## config.mk

```make
export PLATFORM = sky130hd
export DESIGN_NAME = rls_to_rgb
export DESIGN_NICKNAME = d
export VERILOG_FILES = /design/src/hdl/rls_pkg.sv /design/src/hdl/rls_frac_div.sv /design/src/hdl/rls_to_rgb.sv
export SDC_FILE = /design/constraint.sdc
export NUM_CORES = 2
export LEC_CHECK = 0
export BUFFER_PORTS_ARGS = -buffer_cell sky130_fd_sc_hd__buf_4
export CORE_MARGIN = 5
export CORE_UTILIZATION = 55
export CTS_CLUSTER_DIAMETER = 60
export DETAILED_ROUTE_END_ITERATION = 10
export HOLD_SLACK_MARGIN = 0.02
export PLACE_DENSITY = 0.71
export SLEW_MARGIN = 10
export SYNTH_ARGS = -nofsm -noshare
export SYNTH_HDL_FRONTEND = slang
export SYNTH_HIERARCHICAL = 1
export SYNTH_SLANG_ARGS = --single-unit
```

## constraint.sdc

```tcl
create_clock -name clk -period 9.25 [get_ports clk]
set_input_delay 1.3875 -clock clk [delete_from_list [all_inputs] [get_ports clk]]
set_output_delay 1.3875 -clock clk [all_outputs]
set_load 0.02 [all_outputs]
```

## src/hdl/rls_pkg.sv

```systemverilog
// Shared constants for the RGB lightness shading pipeline.
// No dependencies; used by every module of the block except rls_frac_div.
package rls_pkg;

  // Default fractional bits of hue, saturation and lightness.
  localparam int FRAC_BITS = 16;

  // Fixed field layout.
  localparam int CH_W       = 8;
  localparam int PIX_W      = 3 * CH_W;
  localparam int SHADE_W    = 18;
  localparam int SHADE_FRAC = 16;

  // Channel sum of white (255 + 255).
  localparam int SUM_W   = CH_W + 1;
  localparam int SUM_MAX = 510;

endpackage

```

## src/hdl/rls_frac_div.sv

```systemverilog
// Pipelined restoring divider: q = (num << F) / den for num <= den.
// One quotient bit per register stage; carries a sideband word alongside.
// Depends on nothing else.
module rls_frac_div #(
  parameter int W  = 9,
  parameter int F  = 16,
  parameter int SW = 1
) (
  input  logic          clk,
  input  logic          rst_n,
  input  logic          en,
  input  logic          in_valid,
  input  logic [W-1:0]  in_num,
  input  logic [W-1:0]  in_den,
  input  logic [SW-1:0] in_side,
  output logic          out_valid,
  output logic [F:0]    out_q,
  output logic [SW-1:0] out_side
);

  logic [W-1:0]  rem_r   [F+1];
  logic [W-1:0]  den_r   [F+1];
  logic [F:0]    q_r     [F+1];
  logic [SW-1:0] side_r  [F+1];
  logic          valid_r [F+1];

  for (genvar j = 0; j <= F; j++) begin : g_stage
    logic [W:0]    trial;
    logic [W:0]    diff;
    logic          ge;
    logic [W-1:0]  den_in;
    logic [F:0]    q_in;
    logic [SW-1:0] side_in;
    logic          valid_in;

    // Select the previous stage, or the input for the first bit
    if (j == 0) begin : g_first
      assign trial    = {1'b0, in_num};
      assign den_in   = in_den;
      assign q_in     = '0;
      assign side_in  = in_side;
      assign valid_in = in_valid;
    end else begin : g_next
      assign trial    = {rem_r[j-1], 1'b0};
      assign den_in   = den_r[j-1];
      assign q_in     = q_r[j-1];
      assign side_in  = side_r[j-1];
      assign valid_in = valid_r[j-1];
    end

    // Trial subtract for one quotient bit
    assign diff = trial - {1'b0, den_in};
    assign ge   = (trial >= {1'b0, den_in});

    always_ff @(posedge clk) begin
      if (!rst_n) begin
        valid_r[j] <= 1'b0;
      end else if (en) begin
        valid_r[j] <= valid_in;
      end
    end

    always_ff @(posedge clk) begin
      if (en) begin
        rem_r[j]  <= ge ? diff[W-1:0] : trial[W-1:0];
        den_r[j]  <= den_in;
        q_r[j]    <= q_in | ((F+1)'(ge) << (F - j));
        side_r[j] <= side_in;
      end
    end
  end

  assign out_valid = valid_r[F];
  assign out_q     = q_r[F];
  assign out_side  = side_r[F];

endmodule

```

## src/hdl/rls_to_rgb.sv

```systemverilog
// Back half: HSL to RGB with products and one divider, then channel
// scaling and packing. Uses rls_pkg and rls_frac_div.
module rls_to_rgb #(
  parameter int F = rls_pkg::FRAC_BITS
) (
  input  logic                      clk,
  input  logic                      rst_n,
  input  logic                      en,
  input  logic                      in_valid,
  input  logic [F:0]                in_h,
  input  logic [F:0]                in_s,
  input  logic [F:0]                in_l,
  output logic                      out_valid,
  output logic [rls_pkg::PIX_W-1:0] out_pixel
);

  localparam int CW  = rls_pkg::CH_W;
  localparam logic [F:0] ONE  = {1'b1, {F{1'b0}}};
  localparam logic [F:0] HALF = {2'b01, {(F-1){1'b0}}};

  // Scale a unit value to an 8-bit channel
  function automatic logic [CW-1:0] to_ch(input logic [F:0] x);
    logic [F+CW:0] p;
    logic [F+CW:0] c;
    p = ({{CW{1'b0}}, x} << CW) - {{CW{1'b0}}, x};
    c = p >> F;
    to_ch = (c > (F+CW+1)'(255)) ? CW'(255) : c[CW-1:0];
  endfunction

  // Stage B: L * S
  logic           vb_r;
  logic [2*F+1:0] ls_r;
  logic [F:0]     lb_r, sb_r, hb_r;

  always_ff @(posedge clk) begin
    if (!rst_n) begin
      vb_r <= 1'b0;
    end else if (en) begin
      vb_r <= in_valid;
    end
  end

  always_ff @(posedge clk) begin
    if (en) begin
      ls_r <= in_l * in_s;
      lb_r <= in_l;
      sb_r <= in_s;
      hb_r <= in_h;
    end
  end

  // Stage C: value = max channel level, clamped
  logic [F+2:0] lsf, vsum;
  logic [F:0]   vc;

  assign lsf  = (F+3)'(ls_r >> F);
  assign vsum = (lb_r <= HALF) ? (F+3)'(lb_r) + lsf
                               : (F+3)'(lb_r) + (F+3)'(sb_r) - lsf;
  assign vc   = (vsum > (F+3)'(ONE)) ? ONE : vsum[F:0];

  logic       vc_r;
  logic [F:0] v_c_r, l_c_r, h_c_r;

  always_ff @(posedge clk) begin
    if (!rst_n) begin
      vc_r <= 1'b0;
    end else if (en) begin
      vc_r <= vb_r;
    end
  end

  always_ff @(posedge clk) begin
    if (en) begin
      v_c_r <= vc;
      l_c_r <= lb_r;
      h_c_r <= hb_r;
    end
  end

  // Stage D: min level, divider operands, sextant split of hue
  logic signed [F+2:0] m2;
  logic [F:0]          mc;
  logic [F+2:0]        h6;

  assign m2 = $signed({1'b0, l_c_r, 1'b0}) - $signed({2'b00, v_c_r});
  assign mc = (m2 < 0) ? '0 : ((m2 > $signed((F+3)'(ONE))) ? ONE : m2[F:0]);
  assign h6 = ({2'b00, h_c_r} << 2) + ({2'b00, h_c_r} << 1);

  logic       vd_r;
  logic [F:0] num_d_r, den_d_r, v_d_r, m_d_r, l_d_r;
  logic [2:0] sext_d_r;
  logic [F-1:0] fr_d_r;

  always_ff @(posedge clk) begin
    if (!rst_n) begin
      vd_r <= 1'b0;
    end else if (en) begin
      vd_r <= vc_r;
    end
  end

  always_ff @(posedge clk) begin
    if (en) begin
      num_d_r  <= (mc < v_c_r) ? v_c_r - mc : '0;
      den_d_r  <= (v_c_r == '0) ? (F+1)'(1) : v_c_r;
      v_d_r    <= v_c_r;
      m_d_r    <= mc;
      l_d_r    <= l_c_r;
      sext_d_r <= h6[F+2:F];
      fr_d_r   <= h6[F-1:0];
    end
  end

  // Chroma ratio (v - m) / v
  localparam int SDW = 3 * (F + 1) + 3 + F;
  logic           svv;
  logic [F:0]     svq;
  logic [SDW-1:0] sd;

  rls_frac_div #(.W(F+1), .F(F), .SW(SDW)) u_div_sv (
    .clk, .rst_n, .en,
    .in_valid (vd_r),
    .in_num   (num_d_r),
    .in_den   (den_d_r),
    .in_side  ({v_d_r, m_d_r, l_d_r, sext_d_r, fr_d_r}),
    .out_valid(svv),
    .out_q    (svq),
    .out_side (sd)
  );

  // Stage E: v * sv
  logic           ve_r;
  logic [2*F+1:0] vs_r;
  logic [SDW-1:0] se_r;

  always_ff @(posedge clk) begin
    if (!rst_n) begin
      ve_r <= 1'b0;
    end else if (en) begin
      ve_r <= svv;
    end
  end

  always_ff @(posedge clk) begin
    if (en) begin
      vs_r <= sd[SDW-1:SDW-F-1] * svq;
      se_r <= sd;
    end
  end

  // Stage F: times hue fraction
  logic [F:0]     vsa;
  logic           vf_r;
  logic [2*F:0]   vsf_p_r;
  logic [SDW-1:0] sf_r;

  assign vsa = vs_r[2*F:F];

  always_ff @(posedge clk) begin
    if (!rst_n) begin
      vf_r <= 1'b0;
    end else if (en) begin
      vf_r <= ve_r;
    end
  end

  always_ff @(posedge clk) begin
    if (en) begin
      vsf_p_r <= vsa * se_r[F-1:0];
      sf_r    <= se_r;
    end
  end

  // Stage G: intermediate levels and sextant select
  logic [F:0]          vg, mg, lg, vsf, mid1, mid2;
  logic [2:0]          sg;
  logic [F+1:0]        m_plus;
  logic signed [F+1:0] v_minus;
  logic [F:0]          ro, go, bo;

  assign vg      = sf_r[SDW-1:SDW-F-1];
  assign mg      = sf_r[SDW-F-2:SDW-2*F-2];
  assign lg      = sf_r[SDW-2*F-3:SDW-3*F-3];
  assign sg      = sf_r[F+2:F];
  assign vsf     = vsf_p_r[2*F:F];
  assign m_plus  = {1'b0, mg} + {1'b0, vsf};
  assign v_minus = $signed({1'b0, vg}) - $signed({1'b0, vsf});
  assign mid1    = (m_plus > (F+2)'(ONE)) ? ONE : m_plus[F:0];
  assign mid2    = (v_minus < 0) ? '0 : v_minus[F:0];

  always_comb begin
    if (vg == '0) begin
      ro = lg; go = lg; bo = lg;
    end else begin
      case (sg)
        3'd1:    begin ro = mid2; go = vg;   bo = mg;   end
        3'd2:    begin ro = mg;   go = vg;   bo = mid1; end
        3'd3:    begin ro = mg;   go = mid2; bo = vg;   end
        3'd4:    begin ro = mid1; go = mg;   bo = vg;   end
        3'd5:    begin ro = vg;   go = mg;   bo = mid2; end
        // Sextant zero, and hue of one wrapping back to red
        default: begin ro = vg;   go = mid1; bo = mg;   end
      endcase
    end
  end

  logic       vg_r;
  logic [F:0] ro_r, go_r, bo_r;

  always_ff @(posedge clk) begin
    if (!rst_n) begin
      vg_r <= 1'b0;
    end else if (en) begin
      vg_r <= vf_r;
    end
  end

  always_ff @(posedge clk) begin
    if (en) begin
      ro_r <= ro;
      go_r <= go;
      bo_r <= bo;
    end
  end

  // Stage H: scale to 8-bit channels and pack
  logic                      vh_r;
  logic [rls_pkg::PIX_W-1:0] pix_r;

  always_ff @(posedge clk) begin
    if (!rst_n) begin
      vh_r <= 1'b0;
    end else if (en) begin
      vh_r <= vg_r;
    end
  end

  always_ff @(posedge clk) begin
    if (en) begin
      pix_r <= {to_ch(ro_r), to_ch(go_r), to_ch(bo_r)};
    end
  end

  assign out_valid = vh_r;
  assign out_pixel = pix_r;

endmodule

```

======== Yosys cells after proc, flatten, opt, wreduce, memory -nomap -nowiden ========
Memory sizes are Yosys's and may differ from the RTL's. A register that Yosys moved wholly into a read port is not among the register bits.
Index checks and enable logic that the tools add are counted.
operators by class
  order comparisons ....................... 27
  bitwise logic cells ..................... 33
  equality and inequality tests ........... 5
  mux-type cells .......................... 50
  reduce and logical (&&, ||, !) cells .... 7
  multipliers ............................. 3
  add/sub/neg operators ................... 28
operators with widths
  cell                  count
  $mux 17               24
  $sub 17x17->17        18
  $ge 18x17->1          16
  $pmux 17 s3           3
  $sub 25x17->25        3
  $add 17x17->18        2
  $logic_not 17->1      2
  $mul 17x17->34        1
  $mul 17x16->33        1
  $mul 17x17->33        1
  $gt 9x8->1 const B    3
  $mux 1                22
  $add 17x18->19        1
  $add 19x18->19        1
  $gt 19x17->1 const B  1
  $gt 19x18->1 const B  1
  $lt 19x1->1 const B   1
  $mux 19               1
  $sub 18x17->19        1
  $sub 18x18->19        1
  $gt 18x17->1 const B  1
  $lt 18x1->1 const B   1
  $sub 17x17->18        1
  $ge 17x17->1          1
  other kinds (24)      45
storage, ports and cells
  output and inout bits ................... 25
  bits in writable memories ............... 2074
  memories kept ........................... 5
  register bits ........................... 527
  logic and storage cells ................. 188
  input port bits ......................... 55
memory list
  name              words  width  read ports  clocked after Yosys merged registers in  wr ports  line                source
  u_div_sv.side_r   17     70     17          0                                        17        rls_frac_div.sv:24  logic [SW-1:0] side_r [F+1];
  u_div_sv.den_r    17     17     16          0                                        17        rls_frac_div.sv:22  logic [W-1:0] den_r [F+1];
  u_div_sv.q_r      17     17     17          0                                        17        rls_frac_div.sv:23  logic [F:0] q_r [F+1];
  u_div_sv.rem_r    17     17     16          0                                        17        rls_frac_div.sv:21  logic [W-1:0] rem_r [F+1];
  u_div_sv.valid_r  17     1      17          1                                        17        rls_frac_div.sv:25  logic valid_r [F+1];

======== Depth between registers and ports, before layout ========
  depth after elaboration ................. 5
  depth in mapped cells ................... 28
  mapped depth without buffers ............ 26

======== By module ========
Netlist, hierarchy kept.
by module, submodules not included
  module        instances  area each (um^2)  sequential area each (um^2)  cells an instance
  rls_frac_div  1          74547.7           57164.8                      4425
  rls_to_rgb    1          49885.3           13833.3                      4883

======== Least setup slack after synthesis ========
OpenSTA, ideal clock, no wires.
  kind .................................... input to register
  start point ............................. input in_l[14]
  end point ............................... register ls_r[33], data pin
  library setup time ...................... 0.260 ns
  arrival time ............................ 7.181 ns
  cell stages on the path ................. 24
  path slack .............................. 1.810 ns
  path buffers ............................ 2
  required time ........................... 8.990 ns
  path through ............................ clkbuf_1 clkbuf_1 nand2_1 fa_1 fa_1 fa_1 inv_1 fa_1 fa_1 inv_1 fa_1 inv_1 ha_1 a21o_1 a21o_1 a21oi_1 o21ai_0 o21ba_2 o21a_1 nor2_1 o31a_1 o41a_1 a21oi_1 xnor2_1
between the ends
  word-level cells in the longest chain between the ends .. 1
RTL lines
  element               line              source
  start, declared       rls_to_rgb.sv:12  input logic [F:0] in_l,
  $mul 17x17->34        rls_to_rgb.sv:45  ls_r <= in_l * in_s;
  end signal, assigned  rls_to_rgb.sv:45
  end, declared         rls_to_rgb.sv:32  logic [2*F+1:0] ls_r;
Every way passes these cells.
A chain may end at the register's enable or synchronous reset.

======== Worst setup path in the final report ========
  start point ............................. register vs_r[27]
  end point ............................... register vsf_p_r[32], data pin
between the ends
  word-level cells in the longest chain between the ends .. 1
RTL lines
  element                 line               source
  start, declared         rls_to_rgb.sv:133  logic [2*F+1:0] vs_r;
  start signal, assigned  rls_to_rgb.sv:146  vs_r <= sd[SDW-1:SDW-F-1] * svq;
  $mul 17x16->33          rls_to_rgb.sv:169  vsf_p_r <= vsa * se_r[F-1:0];
  end signal, assigned    rls_to_rgb.sv:169
  end, declared           rls_to_rgb.sv:154  logic [2*F:0] vsf_p_r;
Every way passes these cells.

==> impl_metrics.toml <==
[outcome]
outcome = "finished, final reports clean"

[logic_synthesis]
ys_ff_latch = 2367
yosysWarnings = 6
yosysMostFrequentCell = "edfxtp_1"
synth-seq-area-share_pct = 57.06
yosysTopAreaCell = "edfxtp_1"
postSynthAreaPerCell_um2 = 13.37
synth_cells = 9308
syn_nets = 10820
synthFlopType = "edfxtp_1"
synth_common_cells = "2359 x edfxtp_1, 1311 x inv_1, 781 x nand2_1, 763 x ha_1, 689 x fa_1"
synth_top_area_share_pct = 56.93
ys_types = 109
ys_top_cells_by_area = "edfxtp_1 57%, fa_1 11%, ha_1 7.7%"
syn_area_um2 = 124400
synth-async-reset-ratio_pct = 0
synth_edf_count = 2359

[timing]
slew_violations = 0
whs_ps = 399.2
worstMarginPinSlew_ps = 1144
fin_crit_ps = 7307
hold_violations = 0
rsz0062_at_grt = "no"
finalSetupViolations = 0
finalCritPeriodShare_pct = 78.99
setup-tns-final_ps = 0
slew_headroom_pct = 23.14
fmax_mhz = 136.9
skew_ps = 49.93

[worst_setup_path]
r2r-start = "vs_r[27]"
required_ps = 9860
reg2reg_slack_ps = 1940
end_kind = "flip-flop"
critPathArrivalTime_ps = 7910
critPathKind = "flip-flop to flip-flop"
ff2ff_path_depth = 20
critPathSlowestCell = "edfxtp_1"
start_kind = "flip-flop"
critPathMaxStageDelay_ps = 980
crit_top_cell = "fa_1"
rr_endpoint = "vsf_p_r[32]"
cp_cell_sequence = "nand2_1 > fa_1 > fa_1 > fa_1 > inv_1 > fa_1 > fa_1 > inv_1 > fa_1 > inv_1 > ha_1 > o211ai_1 > or4_1 > a21oi_1 > o211ai_1 > a31o_2 > a211o_1 > o21bai_1 > a21oi_1 > xnor2_1"
crit_fanout = 16

[placed_design]
place.gp.congestion = 0.9000
post-dp-hpwl_mm = 168.3
port_buffers = 79

[route]
routedWlPerCell_um = 18.97
drt_iter0_drc = 5059
ant_nets = 0
drc_errors = 0
drtPass1Iterations = 6
routed_wl_mm = 239.6
vias = 69340
vias_per_cell = 5.489

[finish]
fin_util_pct = 60.57
nets = 10950
syn_to_final_growth_pct = 9.476
n_fill_cell = 17060
drive_above_1_share_pct = 7.534

[grt]
grt_use_total_pct = 20.50
antenna_found_initial = 5
grt_pass1_vias = 72360
overflow = 0
grt_pass1_wl_mm = 388.1
grt_start_max_net_pins = 205

[clocking]
root_buffer = "clkbuf_16"
numCtsBuffers = 234
clkLatencyLatePin_ps = 870
clock_sinks = 2367
worst_setup_hold_path_clk_slew_ps = 60
clock_path_buffers = 3
postCtsSetupRepairBufs = 0
cts.htree.levels = 4
cts_tree = "yes"
cts_hold_buffers = 0
cts_resized = 0

[floorplan]
fp.dieW_um = 485.7
die_h_um = 485.7
core_area_um2 = 224900
rows = 174
start_util_pct = 55.33
die_area_um2 = 235900
ioPinCount = 80

[worst_hold_path]
min_path_cells = 0
hp-class = "flip-flop to flip-flop"
whs_endpoint = "u_div_sv/q_r[0][167]"
hp-start = "u_div_sv/q_r[0][150]"

[job]
cap_viol_max_count = 0
## worst max path at each step
stage	start	end	slack, ps	cells after the start
final	vs_r[27]	vsf_p_r[32]	1940	20
after global routing	v_c_r[1]	num_d_r[2]	1550	25
after CTS	vs_r[27]	vsf_p_r[32]	1960	20
after detailed placement	in_l[8]	ls_r[33]	1220	24
after global placement	in_l[9]	ls_r[33]	1170	24
after floorplan	in_l[14]	ls_r[33]	1810	24
## critical path: cells and delay by family (launching register included)
family | cells | cell delay (ps)
fa+ha+maj | 7 | 3410
compound gates | 7 | 1560
flops | 1 | 980
simple gates | 2 | 780
buf+inv | 3 | 150
xor+xnor | 1 | 130
## cell type report
cell class	count	area (um2)	share of cell area (%)
Sequential cell	2367	71000	52.12
Multi-Input combinational cell	5412	47640	34.97
Clock buffer	281	6053	4.444
Inverter	1311	4921	3.612
Tap cell	2992	3744	2.748
Clock inverter	147	1824	1.339
Timing Repair Buffer	118	1039	0.7623
Antenna cell	3	7.507	0.005511
## per-layer routing
metal | vias to the layer above | share of wire (%) | GRT usage, %
met5 | - | 0.0054 | 0
met4 | 2 | 3.2 | 6.999
met3 | 450 | 4.3 | 2.811
met2 | 1725 | 49 | 34.98
met1 | 34380 | 43 | 27.30
li1 | 32790 | - | -
## per-stage QoR
step	cell area (um2)	cells	setup slack, ps
2_1_floorplan	124400	9308	1810
3_3_place_gp	128300	12200	1174
3_5_place_dp	128300	12200	1221
4_1_cts	136200	12630	1963
5_1_grt	136200	12630	1546
6_report	136200	12630	1943
## cell usage in the layout, fill, tap and decap left out, types with 27 or more instances in the layout
cell type,count
a211oi_1,41
a21o_1,118
a21oi_1,327
a221oi_1,37
a31oi_1,43
and2_1,394
and3_1,55
buf_4,106
bufinv_16,27
clkbuf_1,46
clkbuf_16,235
clkinv_1,41
clkinv_2,29
edfxtp_1,2359
fa_1,689
ha_1,763
inv_1,1311
mux2_2,143
nand2_1,781
nand2b_1,81
nand3_1,69
nand4_1,47
nor2_1,342
nor2b_1,76
nor3_1,122
nor4_1,27
o211ai_1,27
o21a_1,93
o21ai_0,275
o21bai_1,29
o22ai_1,29
o31a_1,28
o31ai_1,32
or2_2,34
or3_1,38
xnor2_1,212
xor2_1,113
## flip-flops by register name (all words and copies together), names as in the netlist, 18 cells and up
register	cells
out_pixel	24
u_div_sv/q_r	153
u_div_sv/rem_r	272
ls_r	18
u_div_sv/den_r	272
se_r	70
sf_r	54
u_div_sv/side_r	1190
## logic make-up (layout without fill, tap and decap cells)
logic type,count (synthesis),in the layout,synth area share [%]
adder cells (fa/ha/maj),1452,1452,18.76
XOR/XNOR,325,325,2.288
AND/OR/NAND/NOR,2131,2131,8.372
other,1,4,0.003014
multiplexers,180,180,1.625
AO/OA/AOI/OAI,1323,1323,7.199
flip-flops,2367,2367,57.06
buffers and inverters,1529,1857,4.700
Power is left out: the tool's default activity adds up to more than one toggle a clock period on the data nets, which glitch-free logic cannot reach.
