**src/hdl/rls_pkg.sv**
```systemverilog
// Shared constants for the RGB lightness shading pipeline.
// No dependencies; used by every module of the block except rls_frac_div.
package rls_pkg;

  // Default fractional bits of hue, saturation and lightness.
  localparam int FRAC_BITS = 16;

  // Fixed field layout.
  localparam int CH_W       = 8;
  localparam int PIX_W      = 3 * CH_W;
  localparam int SHADE_W    = 18;
  localparam int SHADE_FRAC = 16;

  // Channel sum of white (255 + 255).
  localparam int SUM_W   = CH_W + 1;
  localparam int SUM_MAX = 510;

endpackage

```
**src/hdl/rls_frac_div.sv**
```systemverilog
// Pipelined restoring divider: q = (num << F) / den for num <= den.
// One quotient bit per register stage; carries a sideband word alongside.
// Depends on nothing else.
module rls_frac_div #(
  parameter int W  = 9,
  parameter int F  = 16,
  parameter int SW = 1
) (
  input  logic          clk,
  input  logic          rst_n,
  input  logic          en,
  input  logic          in_valid,
  input  logic [W-1:0]  in_num,
  input  logic [W-1:0]  in_den,
  input  logic [SW-1:0] in_side,
  output logic          out_valid,
  output logic [F:0]    out_q,
  output logic [SW-1:0] out_side
);

  logic [W-1:0]  rem_r   [F+1];
  logic [W-1:0]  den_r   [F+1];
  logic [F:0]    q_r     [F+1];
  logic [SW-1:0] side_r  [F+1];
  logic          valid_r [F+1];

  for (genvar j = 0; j <= F; j++) begin : g_stage
    logic [W:0]    trial;
    logic [W:0]    diff;
    logic          ge;
    logic [W-1:0]  den_in;
    logic [F:0]    q_in;
    logic [SW-1:0] side_in;
    logic          valid_in;

    // Select the previous stage, or the input for the first bit
    if (j == 0) begin : g_first
      assign trial    = {1'b0, in_num};
      assign den_in   = in_den;
      assign q_in     = '0;
      assign side_in  = in_side;
      assign valid_in = in_valid;
    end else begin : g_next
      assign trial    = {rem_r[j-1], 1'b0};
      assign den_in   = den_r[j-1];
      assign q_in     = q_r[j-1];
      assign side_in  = side_r[j-1];
      assign valid_in = valid_r[j-1];
    end

    // Trial subtract for one quotient bit
    assign diff = trial - {1'b0, den_in};
    assign ge   = (trial >= {1'b0, den_in});

    always_ff @(posedge clk) begin
      if (!rst_n) begin
        valid_r[j] <= 1'b0;
      end else if (en) begin
        valid_r[j] <= valid_in;
      end
    end

    always_ff @(posedge clk) begin
      if (en) begin
        rem_r[j]  <= ge ? diff[W-1:0] : trial[W-1:0];
        den_r[j]  <= den_in;
        q_r[j]    <= q_in | ((F+1)'(ge) << (F - j));
        side_r[j] <= side_in;
      end
    end
  end

  assign out_valid = valid_r[F];
  assign out_q     = q_r[F];
  assign out_side  = side_r[F];

endmodule

```
**src/hdl/rls_to_hsl.sv**
```systemverilog
// Front half: unpack RGB, find max/min, derive lightness, saturation
// and hue, add the shade offset. Uses rls_pkg and rls_frac_div.
module rls_to_hsl #(
  parameter int F = rls_pkg::FRAC_BITS
) (
  input  logic                       clk,
  input  logic                       rst_n,
  input  logic                       en,
  input  logic                       in_valid,
  input  logic [rls_pkg::PIX_W-1:0]  in_pixel,
  input  logic [rls_pkg::SHADE_W-1:0] in_shade,
  output logic                       out_valid,
  output logic [F:0]                 out_h,
  output logic [F:0]                 out_s,
  output logic [F:0]                 out_l
);

  localparam int CW    = rls_pkg::CH_W;
  localparam int SMW   = rls_pkg::SUM_W;
  localparam int SHX_W = (F >= rls_pkg::SHADE_FRAC) ?
                         rls_pkg::SHADE_W + F - rls_pkg::SHADE_FRAC : rls_pkg::SHADE_W;
  localparam int LS_W  = ((SHX_W > F + 2) ? SHX_W : F + 2) + 1;
  localparam int H6_W  = F + 3;
  localparam logic [F:0] ONE = {1'b1, {F{1'b0}}};

  // Reciprocal constants: lightness = sum * 2^F / 510, hue = h6 / 6
  localparam int LE = 18;
  localparam int HE = F + 6;
  localparam longint L_REC_I = ((longint'(1) << (F + LE)) + longint'(rls_pkg::SUM_MAX) - 1) /
                               longint'(rls_pkg::SUM_MAX);
  localparam longint H_REC_I = ((longint'(1) << HE) + 5) / 6;
  localparam logic [F+9:0] L_REC = (F+10)'(L_REC_I);
  localparam logic [F+3:0] H_REC = (F+4)'(H_REC_I);

  // Unpack and sort channels
  logic [CW-1:0] r, g, b, mx_rg, mn_rg, mx, mn, hnum;
  logic [2:0]    base;
  logic          neg;
  logic [SMW-1:0] sum, sden;
  logic signed [SHX_W-1:0] shade_x;

  assign r     = in_pixel[3*CW-1:2*CW];
  assign g     = in_pixel[2*CW-1:CW];
  assign b     = in_pixel[CW-1:0];
  assign mx_rg = (r > g) ? r : g;
  assign mn_rg = (r < g) ? r : g;
  assign mx    = (mx_rg > b) ? mx_rg : b;
  assign mn    = (mn_rg < b) ? mn_rg : b;
  assign sum   = {1'b0, mx} + {1'b0, mn};
  assign sden  = (sum <= SMW'(255)) ? sum : SMW'(rls_pkg::SUM_MAX) - sum;

  // Hexcone sextant base, direction and numerator channel
  always_comb begin
    if (r == mx) begin
      if (g == mn) begin
        base = 3'd5; neg = 1'b0; hnum = mx - b;
      end else begin
        base = 3'd1; neg = 1'b1; hnum = mx - g;
      end
    end else if (g == mx) begin
      if (b == mn) begin
        base = 3'd1; neg = 1'b0; hnum = mx - r;
      end else begin
        base = 3'd3; neg = 1'b1; hnum = mx - b;
      end
    end else begin
      if (r == mn) begin
        base = 3'd3; neg = 1'b0; hnum = mx - g;
      end else begin
        base = 3'd5; neg = 1'b1; hnum = mx - r;
      end
    end
  end

  // Rescale the offset to F fractional bits (floor on right shift)
  if (F >= rls_pkg::SHADE_FRAC) begin : g_shl
    assign shade_x = SHX_W'($signed(in_shade)) <<< (F - rls_pkg::SHADE_FRAC);
  end else begin : g_shr
    assign shade_x = $signed(in_shade) >>> (rls_pkg::SHADE_FRAC - F);
  end

  // Input register stage
  logic                    v0_r;
  logic [CW-1:0]           hnum_r, d_r;
  logic [SMW-1:0]          sum_r, sden_r;
  logic [2:0]              base_r;
  logic                    neg_r, grey_r;
  logic signed [SHX_W-1:0] shade_r;

  always_ff @(posedge clk) begin
    if (!rst_n) begin
      v0_r <= 1'b0;
    end else if (en) begin
      v0_r <= in_valid;
    end
  end

  always_ff @(posedge clk) begin
    if (en) begin
      hnum_r  <= hnum;
      d_r     <= mx - mn;
      sum_r   <= sum;
      sden_r  <= sden;
      base_r  <= base;
      neg_r   <= neg;
      grey_r  <= (mx == mn);
      shade_r <= shade_x;
    end
  end

  // Lightness by reciprocal multiply, truncated
  logic [SMW+F+9:0] l_prod;
  logic [F:0]       l_fix;

  assign l_prod = {{(F+10){1'b0}}, sum_r} * {{SMW{1'b0}}, L_REC};
  assign l_fix  = l_prod[F+LE:LE];

  // Two dividers in parallel: saturation and hue fraction; lightness rides along
  localparam int SSW = 1 + (F + 1) + SHX_W;
  logic             sv, hv;
  logic [F:0]       lq, sq, hq;
  logic [SHX_W-1:0] l_side;
  logic             s_side;
  logic [SSW-1:0]   s_out;
  logic [3:0]       h_side;

  rls_frac_div #(.W(SMW), .F(F), .SW(SSW)) u_div_s (
    .clk, .rst_n, .en,
    .in_valid (v0_r),
    .in_num   ({1'b0, d_r}),
    .in_den   (grey_r ? SMW'(1) : sden_r),
    .in_side  ({grey_r, l_fix, shade_r}),
    .out_valid(sv),
    .out_q    (sq),
    .out_side (s_out)
  );

  assign s_side = s_out[SSW-1];
  assign lq     = s_out[SSW-2:SHX_W];
  assign l_side = s_out[SHX_W-1:0];

  rls_frac_div #(.W(SMW), .F(F), .SW(4)) u_div_h (
    .clk, .rst_n, .en,
    .in_valid (v0_r),
    .in_num   ({1'b0, hnum_r}),
    .in_den   (grey_r ? SMW'(1) : {1'b0, d_r}),
    .in_side  ({base_r, neg_r}),
    .out_valid(hv),
    .out_q    (hq),
    .out_side (h_side)
  );

  // Assemble six-sextant hue, shade and clamp lightness
  logic [H6_W-1:0]        h6_base, h6;
  logic signed [LS_W-1:0] lsum;
  logic [F:0]             lc;

  assign h6_base = H6_W'(h_side[3:1]) << F;
  assign h6      = s_side ? '0 :
                   (h_side[0] ? h6_base - H6_W'(hq) : h6_base + H6_W'(hq));
  assign lsum    = $signed({{(LS_W-F-1){1'b0}}, lq}) + LS_W'($signed(l_side));

  always_comb begin
    if (lsum < 0) begin
      lc = '0;
    end else if (lsum > $signed({{(LS_W-F-1){1'b0}}, ONE})) begin
      lc = ONE;
    end else begin
      lc = lsum[F:0];
    end
  end

  logic            va_r;
  logic [H6_W-1:0] h6_r;
  logic [F:0]      la_r, sa_r;

  always_ff @(posedge clk) begin
    if (!rst_n) begin
      va_r <= 1'b0;
    end else if (en) begin
      va_r <= sv & hv;
    end
  end

  always_ff @(posedge clk) begin
    if (en) begin
      h6_r <= h6;
      la_r <= lc;
      sa_r <= s_side ? '0 : sq;
    end
  end

  // Hue = six-sextant value / 6, by reciprocal multiply
  logic [2*F+6:0] h_prod;
  logic           vo_r;
  logic [F:0]     ho_r, lo_r, so_r;

  assign h_prod = {{(F+4){1'b0}}, h6_r} * {{(F+3){1'b0}}, H_REC};

  always_ff @(posedge clk) begin
    if (!rst_n) begin
      vo_r <= 1'b0;
    end else if (en) begin
      vo_r <= va_r;
    end
  end

  always_ff @(posedge clk) begin
    if (en) begin
      ho_r <= h_prod[2*F+6:HE];
      lo_r <= la_r;
      so_r <= sa_r;
    end
  end

  assign out_valid = vo_r;
  assign out_h     = ho_r;
  assign out_l     = lo_r;
  assign out_s     = so_r;

endmodule

```
**config.mk**
```make
export PLATFORM = sky130hd
export DESIGN_NAME = rls_to_hsl
export DESIGN_NICKNAME = d
export VERILOG_FILES = /design/src/hdl/rls_pkg.sv /design/src/hdl/rls_frac_div.sv /design/src/hdl/rls_to_hsl.sv
export SDC_FILE = /design/constraint.sdc
export NUM_CORES = 2
export LEC_CHECK = 0
export ABC_AREA = 1
export BUFFER_PORTS_ARGS = -buffer_cell sky130_fd_sc_hd__buf_2
export CORE_AREA = 2 2 312 622
export CTS_CLUSTER_DIAMETER = 120
export DETAILED_ROUTE_END_ITERATION = 16
export DIE_AREA = 0 0 314 624
export SKIP_LAST_GASP = 1
export SYNTH_ARGS = -nofsm -noshare
export SYNTH_HDL_FRONTEND = slang
export SYNTH_SLANG_ARGS = --single-unit
```
**constraint.sdc**
```tcl
create_clock -name clk -period 6.6 [get_ports clk]
set_input_delay 1.32 -clock clk [delete_from_list [all_inputs] [get_ports clk]]
set_output_delay 1.32 -clock clk [all_outputs]
set_load 0.02 [all_outputs]
```
=== Word-level counts from Yosys, hierarchy flattened ===
Memories as Yosys holds them, arrays and structs flattened. A register that Yosys moved wholly into a read port is not among the register bits.
Cells that the tools add are included.

* Bits in writable memories: 1,904
* Bits in registers: 147
* Memories kept: 10

{| class="wikitable"
|+ Memories
! name !! words !! width !! rd ports !! clocked after Yosys merged registers in !! wr ports !! line !! source
|-
| u_div_s.side_r || 17 || 36 || 17 || 0 || 17 || rls_frac_div.sv:24 || <nowiki>logic [SW-1:0] side_r [F+1];</nowiki>
|-
| u_div_h.q_r || 17 || 17 || 17 || 0 || 17 || rls_frac_div.sv:23 || <nowiki>logic [F:0] q_r [F+1];</nowiki>
|-
| u_div_s.q_r || 17 || 17 || 17 || 1 || 17 || rls_frac_div.sv:23 ||
|-
| u_div_h.den_r || 17 || 9 || 16 || 0 || 17 || rls_frac_div.sv:22 || <nowiki>logic [W-1:0] den_r [F+1];</nowiki>
|-
| u_div_h.rem_r || 17 || 9 || 16 || 0 || 17 || rls_frac_div.sv:21 || <nowiki>logic [W-1:0] rem_r [F+1];</nowiki>
|-
| u_div_s.den_r || 17 || 9 || 16 || 0 || 17 || rls_frac_div.sv:22 ||
|-
| 4 more memories || -- || -- || -- || -- || -- || -- ||
|}

* Reductions and logical operators: 1
* Magnitude comparators: 41
* Muxes and demuxes: 97
* Bitwise operators: 67
* $mul: 2
* Equal/unequal tests: 6
* Add/sub/neg operators: 43

{| class="wikitable"
|+ Operators with widths
! operator !! number
|-
| 9-bit two-way mux || 36
|-
| 10-bit by 9-bit greater-or-equal comparator with 1-bit output || 32
|-
| 9-bit subtractor || 32
|-
| 8-bit two-way mux || 10
|-
| 8-bit equality test || 6
|-
| 1-bit two-way mux || 44
|-
| 19-bit by 20-bit multiplier with 39-bit output (second input constant) || 1
|-
| 9-bit by 26-bit multiplier with 35-bit output (second input constant) || 1
|-
| 1-bit OR || 34
|-
| 17-bit by 1-bit OR with 17-bit output || 2
|-
| 17-bit by 10-bit OR with 17-bit output || 2
|-
| 17-bit by 11-bit OR with 17-bit output || 2
|-
| 17-bit by 12-bit OR with 17-bit output || 2
|-
| 17-bit by 13-bit OR with 17-bit output || 2
|-
| 17-bit by 14-bit OR with 17-bit output || 2
|-
| 17-bit by 15-bit OR with 17-bit output || 2
|-
| 17-bit by 16-bit OR with 17-bit output || 2
|-
| 17-bit by 2-bit OR with 17-bit output || 2
|-
| 17-bit by 3-bit OR with 17-bit output || 2
|-
| 17-bit by 4-bit OR with 17-bit output || 2
|-
| 17-bit by 5-bit OR with 17-bit output || 2
|-
| 17-bit by 6-bit OR with 17-bit output || 2
|-
| 17-bit by 7-bit OR with 17-bit output || 2
|-
| 17-bit by 8-bit OR with 17-bit output || 2
|-
| 22 further kinds || 31
|}

=== Longest topological paths before layout ===
* Depth after elaboration: 8
* Gate-level depth with buffers: 40
* Depth with buffers taken out: 38

=== By module ===
A second synthesis with hierarchy kept.

* Cells, all modules: 7,617
* Area, all modules: 85,124.1 µm²

{| class="wikitable"
|+ Modules (own cells, without submodules)
! module !! seq. area each (µm²) !! times used !! cells each !! area an instance (µm²)
|-
| rls_frac_div (u_div_s) || 32,120.8 || 1 || 3,207 || 42,709.7
|-
| rls_frac_div (u_div_h) || 15,785.1 || 1 || 2,660 || 26,361.5
|-
| rls_to_hsl || 4,804.6 || 1 || 1,750 || 16,052.9
|}

=== Least setup slack after synthesis ===
No wires, ideal clock.

* Path kind: input to register
* Start point: input in_pixel[15] (netlist bit)
* End point: register sden_r[6] (data pin)
* Path buffers: 1
* Stages on the path: 31
* Arrival: 6.457 ns
* Setup time: 0.264 ns
* Path slack: -0.121 ns
* Cells stage by stage: inv_1 -> ha_1 -> a21o_1 -> nor2_4 -> nand2_4 -> o21ai_2 -> clkbuf_1 -> nand2_1 -> o21ai_0 -> ha_1 -> a21oi_1 -> nor2_1 -> a211oi_1 -> a21oi_1 -> o21ai_0 -> ha_1 -> nand3_1 -> nand2_1 -> nand2_1 -> nand2_1 -> a21oi_2 -> nor2_1 -> o21ai_0 -> nand2_1 -> xor2_1 -> inv_1 -> nor2_1 -> nand4_1 -> a21oi_2 -> a21oi_1 -> xor2_1

* Cells in the longest elaborated chain, start to end: 7
* Elaborated cells between the ends (all ways): 12
* Classes of those cells: add/sub: 2; order compare: 5; mux: 5

{| class="wikitable"
|+ RTL lines
! what !! line !! source
|-
| start, declared || rls_to_hsl.sv:10 || <nowiki>input logic [rls_pkg::PIX_W-1:0] in_pixel,</nowiki>
|-
| 8-bit > comparator / 8-bit less-than comparator (equally long branches) || rls_to_hsl.sv:45, rls_to_hsl.sv:46 ||
|-
| 8-bit two-way mux (on tied branches) || rls_to_hsl.sv:45, rls_to_hsl.sv:46 ||
|-
| 8-bit > comparator / 8-bit less-than comparator (equally long branches) || rls_to_hsl.sv:47, rls_to_hsl.sv:48 ||
|-
| 8-bit two-way mux (on tied branches) || rls_to_hsl.sv:47, rls_to_hsl.sv:48 ||
|-
| 8-bit by 8-bit adder with 9-bit output (*) || rls_to_hsl.sv:49 || <nowiki>assign sum = {1'b0, mx} + {1'b0, mn};</nowiki>
|-
| via sum[7] || rls_to_hsl.sv:39 || <nowiki>logic [SMW-1:0] sum, sden;</nowiki>
|-
| 9-bit by 8-bit <= comparator with 1-bit output (*) || rls_to_hsl.sv:50 || <nowiki>assign sden = (sum <= SMW'(255)) ? sum : SMW'(rls_pkg::SUM_MAX) - sum;</nowiki>
|-
| 9-bit two-way mux (*) || rls_to_hsl.sv:50 ||
|-
| via sden[6] || rls_to_hsl.sv:39 ||
|-
| end signal, assigned || rls_to_hsl.sv:103 || <nowiki>sden_r <= sden;</nowiki>
|-
| end, declared || rls_to_hsl.sv:85 || <nowiki>logic [SMW-1:0] sum_r, sden_r;</nowiki>
|}

The timed path passes the listed nets; every way through them passes the cells marked *.
A chain may end at the register's enable or synchronous reset.

=== Worst setup path in the final report ===
* Start point: register h6_r[6]
* End point: register ho_r[14] (netlist: out_h[14]) (data pin)

* Cells in the longest elaborated chain, start to end: 1

{| class="wikitable"
|+ RTL lines
! what !! line !! source
|-
| start, declared || rls_to_hsl.sv:174 || <nowiki>logic [H6_W-1:0] h6_r;</nowiki>
|-
| start signal, assigned || rls_to_hsl.sv:187 || <nowiki>h6_r <= h6;</nowiki>
|-
| 19-bit by 20-bit multiplier with 39-bit output || rls_to_hsl.sv:198 || <nowiki>assign h_prod = {{(F+4){1'b0}}, h6_r} * {{(F+3){1'b0}}, H_REC};</nowiki>
|-
| via h_prod[36] || rls_to_hsl.sv:194 || <nowiki>logic [2*F+6:0] h_prod;</nowiki>
|-
| end signal, assigned || rls_to_hsl.sv:210 || <nowiki>ho_r <= h_prod[2*F+6:HE];</nowiki>
|-
| end, declared || rls_to_hsl.sv:196 || <nowiki>logic [F:0] ho_r, lo_r, so_r;</nowiki>
|}

The timed path passes the listed nets, and every way through them passes these cells.

==> key figures <==
Synth
  – Complex-gate fraction of the synthesized area: 0.05932
  – XOR/XNOR share of the synthesized area: 0.03236
  – Post-synth top area share: 0.6655
  – Largest family of logic cells by synthesized area: adder cells
  – Largest cells by area after synthesis: edfxtp_1 67%, ha_1 8.6%, inv_1 4.1%
  – Post-synthesis sequential area ratio: 0.6668
  – Synth Area in Adders: 0.1239
  – Post-Syn Area: 76120 µm²
  – Leading area contributor after synthesis: edfxtp_1
  – Yosys warns: 0
  – Simple-gate share of the synthesized area: 0.07318
  – Yosys cell types: 53
  – #FFs+latches synth: 1692
  – Mapped Nets: 6402
  – Post-Syn Instances: 5688
  – Proportion of synthesized area in mux cells: 0
  – Syn avg cell area: 13.38 µm²

Cells and area
  – Commonest non-fill, non-tap cell in the layout: edfxtp_1
  – Layout cells sized above 1: 0.08126
  – Most frequent cells in the layout: 1687 x edfxtp_1, 834 x inv_1, 704 x nand2_1
  – Area grow syn2layout: 12.53%
  – Nets@finish: 6744
  – Final core occ: 0.4481
  – Final instance area: 85660 µm²

Worst setup path
  – CP Max Fanout: 4
  – Crit-path cells: ha_1 > fa_1 > inv_1 > fa_1 > inv_1 > fa_1 > inv_1 > fa_1 > inv_1 > fa_1 > ha_1 > a21oi_1 > o21ai_0 > o21bai_1 > o21ai_0 > o211ai_1 > a21boi_0 > o21ai_0 > xor2_1
  – Startpoint types: flip-flop
  – Worst r2r src: h6_r[6]
  – Setup CP Type: flip-flop to flip-flop
  – Worst path required time: 7110 ps
  – Crit-path most repeated cell: fa_1
  – Setup crit end kind: flip-flop
  – CP max stage delay: about 600 ps
  – Worst endpoint data arrival time: 6790 ps
  – Setup crit start: h6_r[6]
  – CP Buf/Inv Count: 4
  – Delay-heaviest family, CP: adder cells
  – FF-to-FF setup slack: 330 ps
  – Slowest-stage cell, CP: fa_1

CTS
  – Clock-pin slew on the worst setup and hold paths: around 60 ps
  – CTS tree: done
  – Worst-Skew Late Latency: 780 ps
  – Number of setup buffers added after CTS: 0
  – Root buffer cell: clkbuf_16
  – Post_cts resized: 0
  – # H-tree levels: 4
  – Max Root-Sink Buffers: 4
  – Hold buffer count at CTS: 0
  – Sinks on the clock net: 1692
  – CTS buffer count: 158

Detailed routing
  – DR vias: 41580
  – DRC viols: 0
  – DRT Pass-1 Iters: 7
  – ANT nets after route: 0
  – Drt wl/cell: approximately 16 µm
  – DRT Wirelength: 135900 µm
  – Initial drt markers: 2160
  – Via density: 4.801

Placed design
  – PortBufs: between 90 and 100
  – Placed Area: 80670 µm²
  – GPL Wtd Cong: 0.9291
  – Post-DP HPWL: 99260 µm

Global routing
  – First-pass GRT wire length: 216700 µm
  – Vias in the first global route: approximately 44000
  – Initial antenna violation count: 1
  – GRT Util Overall: 0.1396
  – GRT overflow: 0
  – Pin count of the biggest net entering global routing: between 150 and 200

Timing
  – Pins Over Slew Limit: 0
  – Max-slew headroom: 0.1855
  – Clk_skew: 22.97 ps
  – Worst Hold Slack: 396.3 ps
  – FMAX: 0.1594 GHz
  – Least-Margin Pin Slew: 1211 ps
  – Crit share post-route: 0.9503
  – RSZ-0062 raised after global routing: false
  – Setup_tns: 0 ps
  – Final Hold Fails: 0
  – # setup viols final: 0
  – Period minus WS final: roughly 6300 ps

Power
  – Final Power: between 30 and 40 mW
  – Pwr dens: between 400 and 500 nW/µm²
  – Worst IR Drop VDD: 287.6 µV
  – Leak pwr: 34.53 nW

Floorplan
  – CORE AREA: 191100 µm²
  – Row count: 227
  – I/O pin count: 98
  – Die Wd: 314 µm
  – Area of the die: 195900 µm²
  – Height of the die: 624 µm
  – Initial Util: 0.3982

Hold path
  – Min-delay src: u_div_s.q_r[11][14]
  – Min-Delay Path Class: flip-flop to flip-flop

Status
  – Status: finished, final reports clean

Flow run
  – Maximum capacitance violations: 0
==> where the power goes <==
group / switching [mW] / internal (mW) / leakage [nW]
Sequential: 0.821 / 14.5 / 16.6
Clock: 3.81 / 5.10 / 2.43
Combinational: 7.97 / 4.92 / 15.5
==> worst register-to-register path, stage by stage (launching register included) <==
cell	delay [ps]
edfxtp_1	440
ha_1	360
fa_1	580
inv_1	100
fa_1	530
inv_1	120
fa_1	600
inv_1	80
fa_1	530
inv_1	50
fa_1	470
ha_1	360
a21oi_1	160
o21ai_0	90
o21bai_1	190
o21ai_0	190
o211ai_1	200
a21boi_0	540
o21ai_0	240
xor2_1	190
==> cell families (layout without fill, tap and decap cells) <==
group	after synthesis	in the layout
other	0	1
xor gates and xnor gates	277	277
buffers and inverters	888	1341
adders and majority gates	668	668
AOI/OAI and AO/OA	825	825
and+or+nand+nor	1338	1338
DFF	1692	1692
==> stage by stage <==
stage	setup slack, ps	std cells
3_3_place_gp	-234.7	8389
6_report	327.9	8661
5_1_grt	33.45	8661
4_1_cts	285.9	8660
3_5_place_dp	-215.5	8389
2_1_floorplan	117.3	5688
==> state kept, by name (all words and copies together), names as in the netlist, 18 cells and up <==
name / count
u_div_s.side_r: 612
u_div_h.q_r: 153
u_div_s.q_r: 153
u_div_h.rem_r: 144
u_div_s.rem_r: 144
u_div_h.den_r: 128
u_div_s.den_r: 128
u_div_h.side_r: 51
h6_r: 19
shade_r: 18
==> final timing paths <==
path                    endpoint  depth (start not counted)
max                    out_h[14]                         19
min          u_div_s.q_r[12][14]                          0
max reg2reg            out_h[14]                         19
min reg2reg  u_div_s.q_r[12][14]                          0
==> per-layer routing <==
layer,share of wire,vias up,global-route usage
met5,0,-,0
met1,0.31,20080,0.1152
li1,-,20480,-
met4,0.067,0,0.08935
met2,0.60,636,0.2958
met3,0.025,386,0.01663
==> cell usage after synthesis (all sizes together) <==
master,number
edfxtp,1687
inv,836
nand2,726
ha,525
nor2,372
o21ai,365
a21oi,316
xor2,205
fa,143
nand3,131
xnor2,72
nor3,53
clkbuf,43
o211ai,31
nand4,23
a211oi,21
o31ai,21
o21a,20
a31oi,13
o21bai,13
buf,9
nor3b,8
nor4,8
and3,7
a21o,6
or2,6
dfxtp,5
o22ai,5
nand3b,4
a21boi,3
o2111ai,3
o211a,2
a2111oi,1
a31o,1
a32o,1
a41o,1
a41oi,1
o221ai,1
==> cell type report <==
cell class	count	area [µm²]
antenna	1	2.502
clock inverter	83	857.1
timing repair buffer	234	1642
clock buffer	188	4130
sequential	1692	50760
multi-input combinational	3108	21980
tap	2519	3152
inverter	836	3138
fill	16950	105500
Power figures use the tool's default switching activity.
